## src/design/msbpk_pkg.sv

```systemverilog
// Shared types and constants for the MSB-first bit packer.
package msbpk_pkg;

    localparam int BYTE_BITS    = 8;
    localparam int HELD_W       = BYTE_BITS - 1;
    localparam int CNT_W        = 5;
    localparam int VAL_W        = 31;
    localparam int MAX_FIELD_DEF = 31;
    localparam int ACC_W        = HELD_W + VAL_W;
    localparam int TOT_W        = $clog2(ACC_W + 1);
    localparam int HCNT_W       = $clog2(BYTE_BITS);
    localparam int S_TDATA_W    = ((CNT_W + VAL_W + 7) / 8) * 8;
    localparam int M_TDATA_W    = BYTE_BITS;

    typedef enum logic [0:0] {
        ST_IDLE,
        ST_RUN
    } state_t;

    typedef struct packed {
        logic load;
        logic emit;
        logic finish;
    } ctrl_cmd_t;

    typedef struct packed {
        logic ge_byte;
        logic last_byte;
        logic out_free;
    } dp_status_t;

endpackage

```

## src/design/msbpk_ctrl.sv

```systemverilog
// Controller state machine that sequences load, byte emission and wrap-up.
module msbpk_ctrl
    import msbpk_pkg::*;
(
    input  logic       clk,
    input  logic       rst_n,
    input  logic       in_valid,
    output logic       in_ready,
    input  dp_status_t status,
    output ctrl_cmd_t  cmd
);

    state_t state_reg;
    state_t state_next;

    always_ff @(posedge clk or negedge rst_n)
    begin
        if (!rst_n)
        begin
            state_reg <= ST_IDLE;
        end
        else
        begin
            state_reg <= state_next;
        end
    end

    always_comb
    begin
        state_next = state_reg;
        case (state_reg)
            ST_IDLE:
            begin
                if (in_valid)
                begin
                    state_next = ST_RUN;
                end
            end
            ST_RUN:
            begin
                if (!status.ge_byte)
                begin
                    state_next = ST_IDLE;
                end
                else if (status.out_free && status.last_byte)
                begin
                    state_next = ST_IDLE;
                end
            end
            default:
            begin
                state_next = ST_IDLE;
            end
        endcase
    end

    always_comb
    begin
        in_ready   = 1'b0;
        cmd        = '0;
        case (state_reg)
            ST_IDLE:
            begin
                in_ready = 1'b1;
                cmd.load = in_valid;
            end
            ST_RUN:
            begin
                if (!status.ge_byte)
                begin
                    cmd.finish = 1'b1;
                end
                else if (status.out_free)
                begin
                    cmd.emit   = 1'b1;
                    cmd.finish = status.last_byte;
                end
            end
            default:
            begin
                in_ready = 1'b0;
            end
        endcase
    end

endmodule

```

## src/design/msbpk_datapath.sv

```systemverilog
// Datapath: bit accumulator, leftover bits and the output byte register.
module msbpk_datapath
    import msbpk_pkg::*;
#(
    parameter int MAX_FIELD_BITS = MAX_FIELD_DEF
)
(
    input  logic                 clk,
    input  logic                 rst_n,
    input  logic [CNT_W-1:0]     bit_count,
    input  logic [VAL_W-1:0]     bit_value,
    input  ctrl_cmd_t            cmd,
    output dp_status_t           status,
    output logic                 out_valid,
    input  logic                 out_ready,
    output logic [BYTE_BITS-1:0] out_byte,
    output logic                 last_of_run
);

    localparam int SAT_BITS = (MAX_FIELD_BITS > VAL_W) ? VAL_W : MAX_FIELD_BITS;

    logic [ACC_W-1:0]     acc_reg, acc_next;
    logic [TOT_W-1:0]     total_reg, total_next;
    logic [HELD_W-1:0]    held_bits_reg, held_bits_next;
    logic [HCNT_W-1:0]    held_count_reg, held_count_next;
    logic [BYTE_BITS-1:0] out_byte_reg, out_byte_next;
    logic                 out_last_reg, out_last_next;
    logic                 out_valid_reg, out_valid_next;

    logic [CNT_W-1:0]     n_sat;
    logic [VAL_W-1:0]     val_mask;
    logic [TOT_W-1:0]     total_less;
    logic [TOT_W-1:0]     total_after;
    logic [ACC_W-1:0]     acc_shifted;
    logic [HELD_W-1:0]    held_mask;

    always_comb
    begin
        n_sat = (bit_count > CNT_W'(SAT_BITS)) ? CNT_W'(SAT_BITS) : bit_count;
        val_mask = (VAL_W'(1) << n_sat) - VAL_W'(1);
        total_less = total_reg - TOT_W'(BYTE_BITS);
        acc_shifted = acc_reg >> total_less;
        total_after = cmd.emit ? total_less : total_reg;
        held_mask = (HELD_W'(1) << total_after[HCNT_W-1:0]) - HELD_W'(1);

        status.ge_byte   = (total_reg >= TOT_W'(BYTE_BITS));
        status.last_byte = (total_reg < TOT_W'(2 * BYTE_BITS));
        status.out_free  = !out_valid_reg || out_ready;

        acc_next        = acc_reg;
        total_next      = total_reg;
        held_bits_next  = held_bits_reg;
        held_count_next = held_count_reg;
        out_byte_next   = out_byte_reg;
        out_last_next   = out_last_reg;
        out_valid_next  = out_valid_reg && !out_ready;

        if (cmd.load)
        begin
            acc_next = (ACC_W'(held_bits_reg) << n_sat) | ACC_W'(bit_value & val_mask);
            total_next = TOT_W'(held_count_reg) + TOT_W'(n_sat);
        end
        if (cmd.emit)
        begin
            total_next     = total_less;
            out_byte_next  = acc_shifted[BYTE_BITS-1:0];
            out_last_next  = status.last_byte;
            out_valid_next = 1'b1;
        end
        if (cmd.finish)
        begin
            held_bits_next  = acc_reg[HELD_W-1:0] & held_mask;
            held_count_next = total_after[HCNT_W-1:0];
        end
    end

    always_ff @(posedge clk or negedge rst_n)
    begin
        if (!rst_n)
        begin
            held_bits_reg  <= '0;
            held_count_reg <= '0;
            total_reg      <= '0;
            out_valid_reg  <= 1'b0;
        end
        else
        begin
            held_bits_reg  <= held_bits_next;
            held_count_reg <= held_count_next;
            total_reg      <= total_next;
            out_valid_reg  <= out_valid_next;
        end
    end

    always_ff @(posedge clk)
    begin
        acc_reg      <= acc_next;
        out_byte_reg <= out_byte_next;
        out_last_reg <= out_last_next;
    end

    assign out_valid   = out_valid_reg;
    assign out_byte    = out_byte_reg;
    assign last_of_run = out_last_reg;

endmodule

```

## src/design/msb_first_bit_packer_core.sv

```systemverilog
// Top level of the MSB-first variable-length bit packer.
// The slave stream takes one field per transfer: a bit count of 0 to 31 and a
// right-aligned value whose bits above the count are ignored. Counts above
// MAX_FIELD_BITS are saturated. The field is appended, most significant bit
// first, after the leftover bits of earlier fields.
// The master stream gives one completed byte per transfer, earliest bit in
// the most significant position, with tlast on the final byte of the field.
// A field that completes no byte gives no transfer; a partial byte stays held.
// A field is taken in the idle state, then each byte leaves through the output
// register at one per cycle while the receiver does not stall; the byte loop
// sets this rate. The first byte reaches the master side through the
// accumulator register and then the output byte register.
// When the receiver stalls, the byte register holds its transfer and the
// emission loop waits; no new field is taken until the current one is done.
// Reset clears the leftover bits and the output valid.
module msb_first_bit_packer_core
    import msbpk_pkg::*;
#(
    parameter int MAX_FIELD_BITS = MAX_FIELD_DEF
)
(
    input  logic                 clk,
    input  logic                 rst_n,
    input  logic                 s_tvalid,
    output logic                 s_tready,
    input  logic [S_TDATA_W-1:0] s_tdata,  // bit_count[4:0], bit_value[35:5], zero pad
    output logic                 m_tvalid,
    input  logic                 m_tready,
    output logic [M_TDATA_W-1:0] m_tdata,  // out_byte[7:0]
    output logic                 m_tlast
);

    ctrl_cmd_t  cmd;
    dp_status_t status;

    msbpk_ctrl u_ctrl (
        .clk      (clk),
        .rst_n    (rst_n),
        .in_valid (s_tvalid),
        .in_ready (s_tready),
        .status   (status),
        .cmd      (cmd)
    );

    msbpk_datapath #(
        .MAX_FIELD_BITS (MAX_FIELD_BITS)
    ) u_datapath (
        .clk         (clk),
        .rst_n       (rst_n),
        .bit_count   (s_tdata[CNT_W-1:0]),
        .bit_value   (s_tdata[CNT_W+VAL_W-1:CNT_W]),
        .cmd         (cmd),
        .status      (status),
        .out_valid   (m_tvalid),
        .out_ready   (m_tready),
        .out_byte    (m_tdata),
        .last_of_run (m_tlast)
    );

endmodule
```

## config.mk

```make
export PLATFORM = sky130hd
export DESIGN_NAME = msb_first_bit_packer_core
export DESIGN_NICKNAME = d
export VERILOG_FILES = /design/src/design/msbpk_pkg.sv /design/src/design/msbpk_ctrl.sv /design/src/design/msbpk_datapath.sv /design/src/design/msb_first_bit_packer_core.sv
export SDC_FILE = /design/constraint.sdc
export NUM_CORES = 1
export LEC_CHECK = 0
export BUFFER_PORTS_ARGS = -buffer_cell sky130_fd_sc_hd__clkbuf_2
export CAP_MARGIN = 10
export CORE_MARGIN = 4
export CORE_UTILIZATION = 60
export DETAILED_ROUTE_END_ITERATION = 12
export PLACE_DENSITY_LB_ADDON = 0.08
export SYNTH_ARGS = -nofsm -noshare
export SYNTH_HDL_FRONTEND = slang
export SYNTH_HIERARCHICAL = 1
export SYNTH_SLANG_ARGS = --single-unit
```

## constraint.sdc

```tcl
create_clock -name clk -period 4.79 [get_ports clk]
set_input_delay 0.2395 -clock clk [delete_from_list [all_inputs] [get_ports clk]]
set_output_delay 0.2395 -clock clk [all_outputs]
set_load 0.01 [all_outputs]
```

==> Word level (Yosys, flattened, before mapping) <==
Cells that the tools add are included.
{ "word_totals": {"in_bits": 44, "output_inout_bits": 11, "reg_bits": 65, "wordCells": 44} }
{ "op_classes": {"add_sub_neg": 4, "muxes": 15, "n_bitwise": 4, "reduce_logical": 6, "order_cmp": 3, "shifts": 4} }
{ "op_table": {"columns": ["op", "n"], "rows": [
  ["$or 38x38->38", 1],
  ["$shl 7x5->38", 1],
  ["$shr 38x6->8", 1],
  ["$and 31x31->31", 1],
  ["$shl 1x5->31 const A", 1],
  ["$sub 31x2->31 const B", 1],
  ["$mux 6", 2],
  ["$mux 1", 8],
  ["$and 7x7->7", 1],
  ["$shl 1x3->7 const A", 1],
  ["$sub 7x2->7 const B", 1],
  ["$add 3x5->6", 1],
  ["$ge 6x4->1 const B", 1],
  ["$lt 6x5->1 const B", 1],
  ["$sub 6x4->6 const B", 1],
  ["$gt 5x5->1 const B", 1],
  ["$mux 5", 1],
  ["$mux 2", 2],
  ["$mux 3", 1],
  ["$logic_and 1x1->1", 2],
  ["$logic_not 1->1", 2],
  ["$pmux 1 s2", 1],
  ["$reduce_bool 2->1", 1],
  ["$logic_or 1x1->1", 1],
  ["$not 1->1", 1]
]} }

==> Logic depth before layout (Yosys ltp) <==
Gate-level depths: netlist of the first run.
{ "logic_depth": {"ltp_word": 9, "ltp_mapped": 12, "mapped_depth_nobuf": 9} }

==> Cells and area by module <==
Netlist of the first run, hierarchy kept.
{ "by_module_without_submodules": {"columns": ["mod", "instances", "seq_area_each_um2", "area_each_um2", "cells_per_inst"], "rows": [
  ["msbpk_datapath", 1, 1836.8, 5187.5, 547],
  ["msbpk_ctrl", 1, 25.0, 62.6, 7]
]} }

==> Worst setup path after synthesis of the first run <==
Ideal clock, no wire load.
{ "synth_path": {"path_type": "register to register", "start": "reg u_datapath.total_reg[0]", "end": "reg u_datapath.total_reg[0]", "n_path_buf": 5, "setup_ns": 0.125, "synth_period_minus_slack_ns": 2.884, "required_ns": 4.665, "path_stages_with_launch": 11, "slack_ns": 1.906, "arrival_ns": 2.760, "path_cell_list": "dfrtp_1 -> buf_6 -> buf_4 -> buf_4 -> buf_1 -> or3_1 -> o211ai_1 -> and3_2 -> clkbuf_1 -> nand2b_1 -> mux2_2"} }
{ "synth_rtl": {"columns": ["element", "line_no", "source"], "rows": [
  ["start, declared", "msbpk_datapath.sv:23", "logic [TOT_W-1:0] total_reg, total_next;"],
  ["start signal, assigned", "msbpk_datapath.sv:90", "total_reg <= total_next;"]
]} }

==> Worst setup path after layout of the first run <==
{ "layout_path": {"start": "reg u_datapath.total_reg[3]", "end": "reg u_datapath.out_byte_reg[4], in the netlist u_datapath/out_byte[4], data pin"} }
{ "layout_between": {"elab_chain_len": 2} }
{ "layout_rtl": {"columns": ["element", "line_no", "source"], "rows": [
  ["$sub 6x4->6", "msbpk_datapath.sv:41", "total_less = total_reg - TOT_W'(BYTE_BITS);"],
  ["$shr 38x6->8", "msbpk_datapath.sv:42", "acc_shifted = acc_reg >> total_less;"],
  ["via u_datapath.acc_shifted[4]", "msbpk_datapath.sv:34", "logic [ACC_W-1:0] acc_shifted;"],
  ["end signal, assigned", "msbpk_datapath.sv:98", "out_byte_reg <= out_byte_next;"],
  ["end, declared", "msbpk_datapath.sv:26", "logic [BYTE_BITS-1:0] out_byte_reg, out_byte_next;"]
]} }
The timed path passes the listed nets, and every way through them passes these cells.
A chain may end at the register's enable or synchronous reset.

==> run summary, run 1 <==
YS warnings = 6
Max Cap Violations = 0
Skew-Pair Late Insertion Delay = 0.34 ns
Starting Density = 62.64%
Crit path required time = 4.87 ns
Placed inst area = 5463 um^2
I/O Buffers = 50
Final setup viols = 0
Worst Clk Skew = 0.01372 ns
Post-route insts no fill = 683
Num CTS Buffers = 9
Antenna fix cells = 0
CP Capture Type = register
Pins over their slew limit = 0
Synth Area in Compound Gates = 19.54%
Fin worst setup slack = 1.749 ns
FP Rows = 33
Die W = 101.5 um
# IOs = 55
Sw Ratio = 43.08%
NumNets Final = 625
Asr flop ratio synth = 27.69%
Worst Reg-to-Reg Cells = 7
Logic pwr share = 55.3%
Slowest-stage cell, CP = dfrtp_1
Die height = 101.5 um
Crit Path Class = register to register
GR Overflow Total = 0
Distinct cells, synth = 65
DRC viols = 0
Seq/Total Area, Yosys = 35.46%
Min-delay worst type = primary input to register
First-pass GRT wire length = 23.75 mm
EDFF count, synth = 47
Core Area = 8382 um^2
1st-iter DRT viols = 443
Synth Instances = 554
CP startpoint = u_datapath/total_reg[3]
Avg Inst Size Synth = 9.477 um^2
H-tree levels = 3
Reg-to-reg endpoint = u_datapath/out_byte[4]
Largest net degree at the start of global routing = 45
Number of global-route vias before repair = 4,444
Largest family of logic cells by synthesized area = multiplexers
Hpwl dp = 10.90 mm
Fillers = 661
CTS Buffer Depth = 2
Layout overhead on the synthesized area = 8.866%
Total power = 3.724 mW
Power Dens Cells = 651.6 nW/um^2
Worst-margin pin slew = 0.7343 ns
Final Core Density = 68.19%
Unrepaired setup endpoints after global routing = false
Reg2reg setup slack = 1.75 ns
Setup crit start kind = register
GR Util All Layers = 30.22%
Slew headroom = 51.05%
Hold Fails Final Rpt = 0
Post-Syn Area = 5250 um^2
Placed cells = 666
Clock Power Share = 15.5%
Status = finished, final reports clean
Max reg flops = 38
Syn Nets = 606
WL per Instance = 21.67 um
Switching power = 1.604 mW
Mux contribution to synthesized area = 21.19%
Final RePlAce weighted congestion = 0.8953
Highest Clock Rate = 328.8 MHz
Crit path cell chain = inv_1 -> ha_1 -> inv_1 -> nor2_1 -> o211ai_1 -> o211ai_1 -> o22ai_1
CTS-repair resized insts = 0
Pre-CTS setup slack = 1.546 ns
Post-Synth Simple-Gate Area = 14.68%
Synth Area in Adders = 2.050%
Hold WS = 0.1877 ns
Routed vias/inst = 6.836
Antenna viol nets, final = 0
Yosys reg bits = 65
Final wirelength = 14.80 mm
XOR/XNOR Fraction of Synth Area = 1.168%
Top FF cell, synth = edfxtp_1
Post-layout instance area = 5715 um^2
Crit path capture = u_datapath/out_byte[4]
Fin crit period = 3.041 ns
VDD IR max = 0.2515 mV
Setup TNS = 0 ns
Layout cells sized above 1 = 22.84%
DR pass1 iterations = 5
Crit-path max cell delay = 0.82 ns
Internal = 2.120 mW
Clk slew on worst S/H paths = 0.08 ns
Leak = 2.222 nW
CTS sink count = 65
Die Area = 10,310 um^2
Post-route clock period utilization = 63.49%
CTS tree = done
Initial antenna violation count = 1
Via count = 4,669
Arr. time, crit path = 3.12 ns
CTS Root Cell = clkbuf_8
Crit-path max FO = 22
FF-to-FF Start = u_datapath/total_reg[3]
Sequential power share = 29.2%
## power groups by stage
stage / Combinational, mW / Sequential, mW / Clock [mW]
after floorplan: 1.64 / 0.978 / 0
after global placement: 1.96 / 1.08 / 0
after detailed placement: 2.00 / 1.09 / 0
after CTS: 2.02 / 1.08 / 0.585
after global routing: 2.24 / 1.11 / 0.613
final: 2.06 / 1.09 / 0.577
## worst min path at each step
stage / cells past startpoint / from / to
after global routing: 2 / s_tdata[15] / u_datapath/acc_reg[10]
final: 3 / s_tdata[9] / u_datapath/acc_reg[4]
after detailed placement: 1 / rst_n / u_datapath/held_bits_reg[3]
after CTS: 2 / s_tdata[15] / u_datapath/acc_reg[10]
after floorplan: 0 / rst_n / u_ctrl/state_reg
after global placement: 1 / rst_n / u_datapath/held_count_reg[2]
## critical path, delay by kind of cell (launching register included)
| family | cells | cell delay (ns) |
|---|---|---|
| fa+ha+maj | 1 | 0.68 |
| compound gates | 3 | 0.39 |
| flops | 1 | 0.82 |
| simple gates | 1 | 0.23 |
| buf+inv | 2 | 0.65 |
## layout by cell type, fill, tap and decap left out, drive strengths merged, types with 3 or more instances in the layout
master | netlist | layout
a21o | 4 | 4
a21oi | 22 | 22
a22o | 8 | 8
a22oi | 6 | 6
a31oi | 17 | 17
a32oi | 3 | 3
and2 | 5 | 5
buf | 16 | 6
bufinv | 0 | 3
clkbuf | 33 | 60
clkinv | 3 | 4
dfrtp | 18 | 18
edfxtp | 47 | 47
ha | 7 | 7
inv | 21 | 22
mux2 | 30 | 30
mux2i | 14 | 14
mux4 | 28 | 28
nand2 | 62 | 62
nand2b | 8 | 8
nand3 | 17 | 17
nor2 | 55 | 55
nor2b | 7 | 7
nor3 | 8 | 8
o211ai | 5 | 5
o21a | 5 | 5
o21ai | 40 | 40
o22ai | 13 | 13
o31ai | 5 | 5
o32ai | 5 | 5
or3 | 3 | 3
xnor2 | 3 | 3
xor2 | 4 | 4
## synthesized netlist by cell type (13+ instances only)
| library cell | count | area share [%] |
|---|---|---|
| nand2_1 | 62 | 4.4 |
| nor2_1 | 55 | 3.9 |
| edfxtp_1 | 47 | 27 |
| o21ai_0 | 39 | 3.7 |
| clkbuf_1 | 33 | 2.4 |
| mux2_2 | 28 | 6.0 |
| mux4_2 | 27 | 12 |
| a21oi_1 | 22 | 2.1 |
| inv_1 | 21 | 1.5 |
| dfrtp_1 | 18 | 8.6 |
| a31oi_1 | 17 | 2.0 |
| nand3_1 | 17 | 1.6 |
| mux2i_1 | 14 | 2.7 |
| o22ai_1 | 13 | 1.5 |
## routing by layer
| metal | global-route usage (%) | wire length (um) | part of all wire (%) |
|---|---|---|---|
| met4 | 12.68 | 477 | 3.2 |
| met1 | 41.05 | 6057 | 41 |
| met5 | 0 | 13 | 0.088 |
| met2 | 47.28 | 7019 | 47 |
| met3 | 6.336 | 1235 | 8.3 |
## cell type report
cell class,count,area [um^2],area share [%]
Timing Repair Buffer,57,305.3,5.342
Inverter,24,90.09,1.576
Clock inverter,6,115.1,2.014
Multi-Input combinational cell,416,3083,53.94
Clock buffer,10,127.6,2.233
Tap cell,105,131.4,2.299
Sequential cell,65,1863,32.60
## logic make-up after synthesis
logic type,Yosys count
flip-flops,65
AO/OA/AOI/OAI,155
XOR/XNOR,7
multiplexers,72
AND/OR/NAND/NOR,174
adder cells (fa/ha/maj),8
buffers and inverters,73
## repair_timing
| item | 4_1_cts | 5_1_grt |
|---|---|---|
| buffers inserted | 0 | 0 |
| endpoints found under the hold margin | 18 | 0 |
| hold buffers | 1 | 0 |
| setup endpoints to repair | 0 | 0 |
(Power assumes the default switching activity.)
==> run 2: changes to the inputs <==
==> constraint.sdc (replaced) <==
create_clock -name clk -period 2.95 [get_ports clk]
set_input_delay 0.1475 -clock clk [delete_from_list [all_inputs] [get_ports clk]]
set_output_delay 0.1475 -clock clk [all_outputs]
set_load 0.01 [all_outputs]
==> run 2 against run 1 <==
Largest power group unchanged. Sequential share of layout area shrank 0.58 points. Clock power increased by 45%. First-iteration DRC count down 7.0%. Register-to-register slack got worse by 1.2 ns. Sequential cell count did not move. Total power rose by 61%. Combinational power grew 70%.
==> run summary, run 2 (synthesized netlist as in run 1, its figures left out) <==
Die height = 101.5 um (unchanged)
Hold Fails Final Rpt = 0 (unchanged)
Sw Ratio = 43.01% (was 43.08%)
Routed vias/inst = 6.647 (was 6.836)
Sequential cell area = 1863 um^2 (unchanged)
Num CTS Buffers = 9 (unchanged)
Crit-path max FO = 13 (was 22)
Total power = 6.000 mW (was 3.724 mW)
Worst Clk Skew = 0.01571 ns (was 0.01372 ns)
Via count = 4,633 (was 4,669)
CTS sink count = 65 (unchanged)
Clock Power Share = 13.9% (was 15.5%)
Final wirelength = 14.68 mm (was 14.80 mm)
Crit path cell chain = buf_4 -> mux4_2 -> mux2i_1 -> o21ai_0 -> a311oi_1 -> o22ai_1 (was inv_1 -> ha_1 -> inv_1 -> nor2_1 -> o211ai_1 -> o211ai_1 -> o22ai_1)
VDD IR max = 0.4675 mV (was 0.2515 mV)
Commonest non-fill, non-tap cell in the layout = nand2_1 (unchanged)
Post-route insts no fill = 697 (was 683)
Antenna viol nets, final = 0 (unchanged)
Layout cells sized above 1 = 24.66% (was 22.84%)
Setup bufs post-CTS = 0 (unchanged)
Max Cap Violations = 0 (unchanged)
Power Dens Cells = 1031 nW/um^2 (was 651.6 nW/um^2)
Unrepaired setup endpoints after global routing = false (unchanged)
Hpwl dp = 11.17 mm (was 10.90 mm)
Largest net degree at the start of global routing = 48 (was 45)
I/O Buffers = 50 (unchanged)
First-pass GRT wire length = 24.03 mm (was 23.75 mm)
Highest Clock Rate = 413.9 MHz (was 328.8 MHz)
Final RePlAce weighted congestion = 0.9293 (was 0.8953)
Final setup viols = 0 (unchanged)
Hold WS = 0.07905 ns (was 0.1877 ns)
Placed inst area = 5573 um^2 (was 5463 um^2)
Setup TNS = 0 ns (unchanged)
CTS tree = done (unchanged)
FP Rows = 33 (unchanged)
Internal = 3.419 mW (was 2.120 mW)
Post-route clock period utilization = 81.90% (was 63.49%)
CP Capture Type = register (unchanged)
Initial antenna violation count = 0 (was 1)
Clk slew on worst S/H paths = 0.08 ns (about the same)
Antenna fix cells = 0 (unchanged)
Fillers = 678 (was 661)
WL per Instance = 21.06 um (was 21.67 um)
Pins over their slew limit = 0 (unchanged)
Switching power = 2.581 mW (was 1.604 mW)
Most frequent cells in the layout = 62 x nand2_1, 55 x nor2_1, 50 x clkbuf_2 (unchanged)
CTS Buffer Depth = 2 (unchanged)
CTS Root Cell = clkbuf_8 (unchanged)
Arr. time, crit path = 2.50 ns (was 3.12 ns)
Placed cells = 679 (was 666)
Min-delay worst type = primary input to register (unchanged)
DR pass1 iterations = 5 (unchanged)
Slew headroom = 61.90% (was 51.05%)
Number of global-route vias before repair = 4,543 (was 4,444)
Worst-margin pin slew = 0.5556 ns (was 0.7343 ns)
Starting Density = 62.64% (unchanged)
Slowest-stage cell, CP = dfrtp_1 (unchanged)
NumNets Final = 639 (was 625)
Sequential power share = 27.5% (was 29.2%)
Skew-Pair Late Insertion Delay = 0.35 ns (was 0.34 ns)
Worst Reg-to-Reg Cells = 6 (was 7)
Leak = 2.292 nW (was 2.222 nW)
Core Area = 8382 um^2 (unchanged)
Crit path required time = 3.04 ns (was 4.87 ns)
Die W = 101.5 um (unchanged)
Area occupied by multi-input gates = 3083 um^2 (unchanged)
Logic pwr share = 58.6% (was 55.3%)
Crit Path Class = register to register (unchanged)
Hold depth = 3 (unchanged)
Status = finished, final reports clean (unchanged)
GR Util All Layers = 30.02% (was 30.22%)
Fin crit period = 2.416 ns (was 3.041 ns)
Layout overhead on the synthesized area = 10.84% (was 8.866%)
# IOs = 55 (unchanged)
H-tree levels = 3 (unchanged)
Post-layout instance area = 5819 um^2 (was 5715 um^2)
Die Area = 10,310 um^2 (unchanged)
1st-iter DRT viols = 412 (was 443)
GR Overflow Total = 0 (unchanged)
DRC viols = 0 (unchanged)
Crit-path max cell delay = 0.64 ns (was 0.82 ns)
Setup crit start kind = register (unchanged)
Max reg flops = 38 (unchanged)
==> run 2: changes by cell type in the layout (fill, tap and decap cells not counted), sizes merged <==
cell	before	now
clkinv	4	6
clkinvlp	1	0
bufinv	3	0
inv	22	21
buf	6	20
clkbuf	60	63
==> run 2: stage by stage <==
| step | util [%] | setup slack [ns] |
|---|---|---|
| 3_5_place_dp | 66.49 | 0.4579 |
| 5_1_grt | 69.43 | 0.3617 |
| 2_1_floorplan | - | 0.06564 |
| 6_report | 69.43 | 0.5341 |
| 3_3_place_gp | 66.49 | 0.4571 |
| 4_1_cts | 69.34 | 0.4202 |
==> run 2: final timing paths <==
path,slack [ns],start,end
worst max-delay path,0.53,u_datapath/total_reg[1],u_datapath/out_byte[4]
worst min-delay path,0.08,s_tdata[5],u_datapath/acc_reg[0]
worst max register to register,0.53,u_datapath/total_reg[1],u_datapath/out_byte[4]
worst min register to register,0.52,u_datapath/held_count_reg[0],u_datapath/held_count_reg[0]
max in group asynchronous,2.34,rst_n,u_datapath/total_reg[0]
min in group asynchronous,0.27,rst_n,u_datapath/held_bits_reg[0]
==> run 2: power by group through the flow <==
| stage | combinational [mW] | sequential, mW | clock [mW] |
|---|---|---|---|
| finish | 3.51 | 1.65 | 0.834 |
| global route | 3.82 | 1.69 | 0.885 |
| CTS | 3.47 | 1.65 | 0.846 |
| detailed placement | 3.45 | 1.66 | 0 |
| global placement | 3.39 | 1.64 | 0 |
| floorplan | 2.66 | 1.59 | 0 |
==> run 2: layout make-up <==
class / count / share of cell area (%)
Clock buffer: 13 / 3.483
Clock inverter: 3 / 0.4515
Inverter: 24 / 1.548
Multi-Input combinational cell: 416 / 52.98
Sequential cell: 65 / 32.01
Tap cell: 105 / 2.258
Timing Repair Buffer: 71 / 7.267
==> run 2: critical path, delay by kind of cell, from the launching register on <==
family / cells / cell delay, ns
AOI/OAI and AO/OA: 3 / 0.63
buffers and inverters: 1 / 0.30
DFF: 1 / 0.64
muxes: 2 / 0.57
==> run 2: timing repair <==
item | 4_1_cts | 5_1_grt
hold endpoints to repair | 18 | 0
hold buffers | 1 | 0
endpoints found under the setup margin | 0 | 0
gates resized for setup | 0 | 0
==> run 2: per-layer routing <==
layer | up-vias | wire [um] | part of all wire [%] | GRT usage [%]
met5 | - | 0 | 0 | 0
met4 | 0 | 471 | 3.2 | 12.07
li1 | 2152 | - | - | -
met1 | 2176 | 5850 | 40 | 39.90
met2 | 265 | 7083 | 48 | 48.94
met3 | 40 | 1276 | 8.7 | 5.303
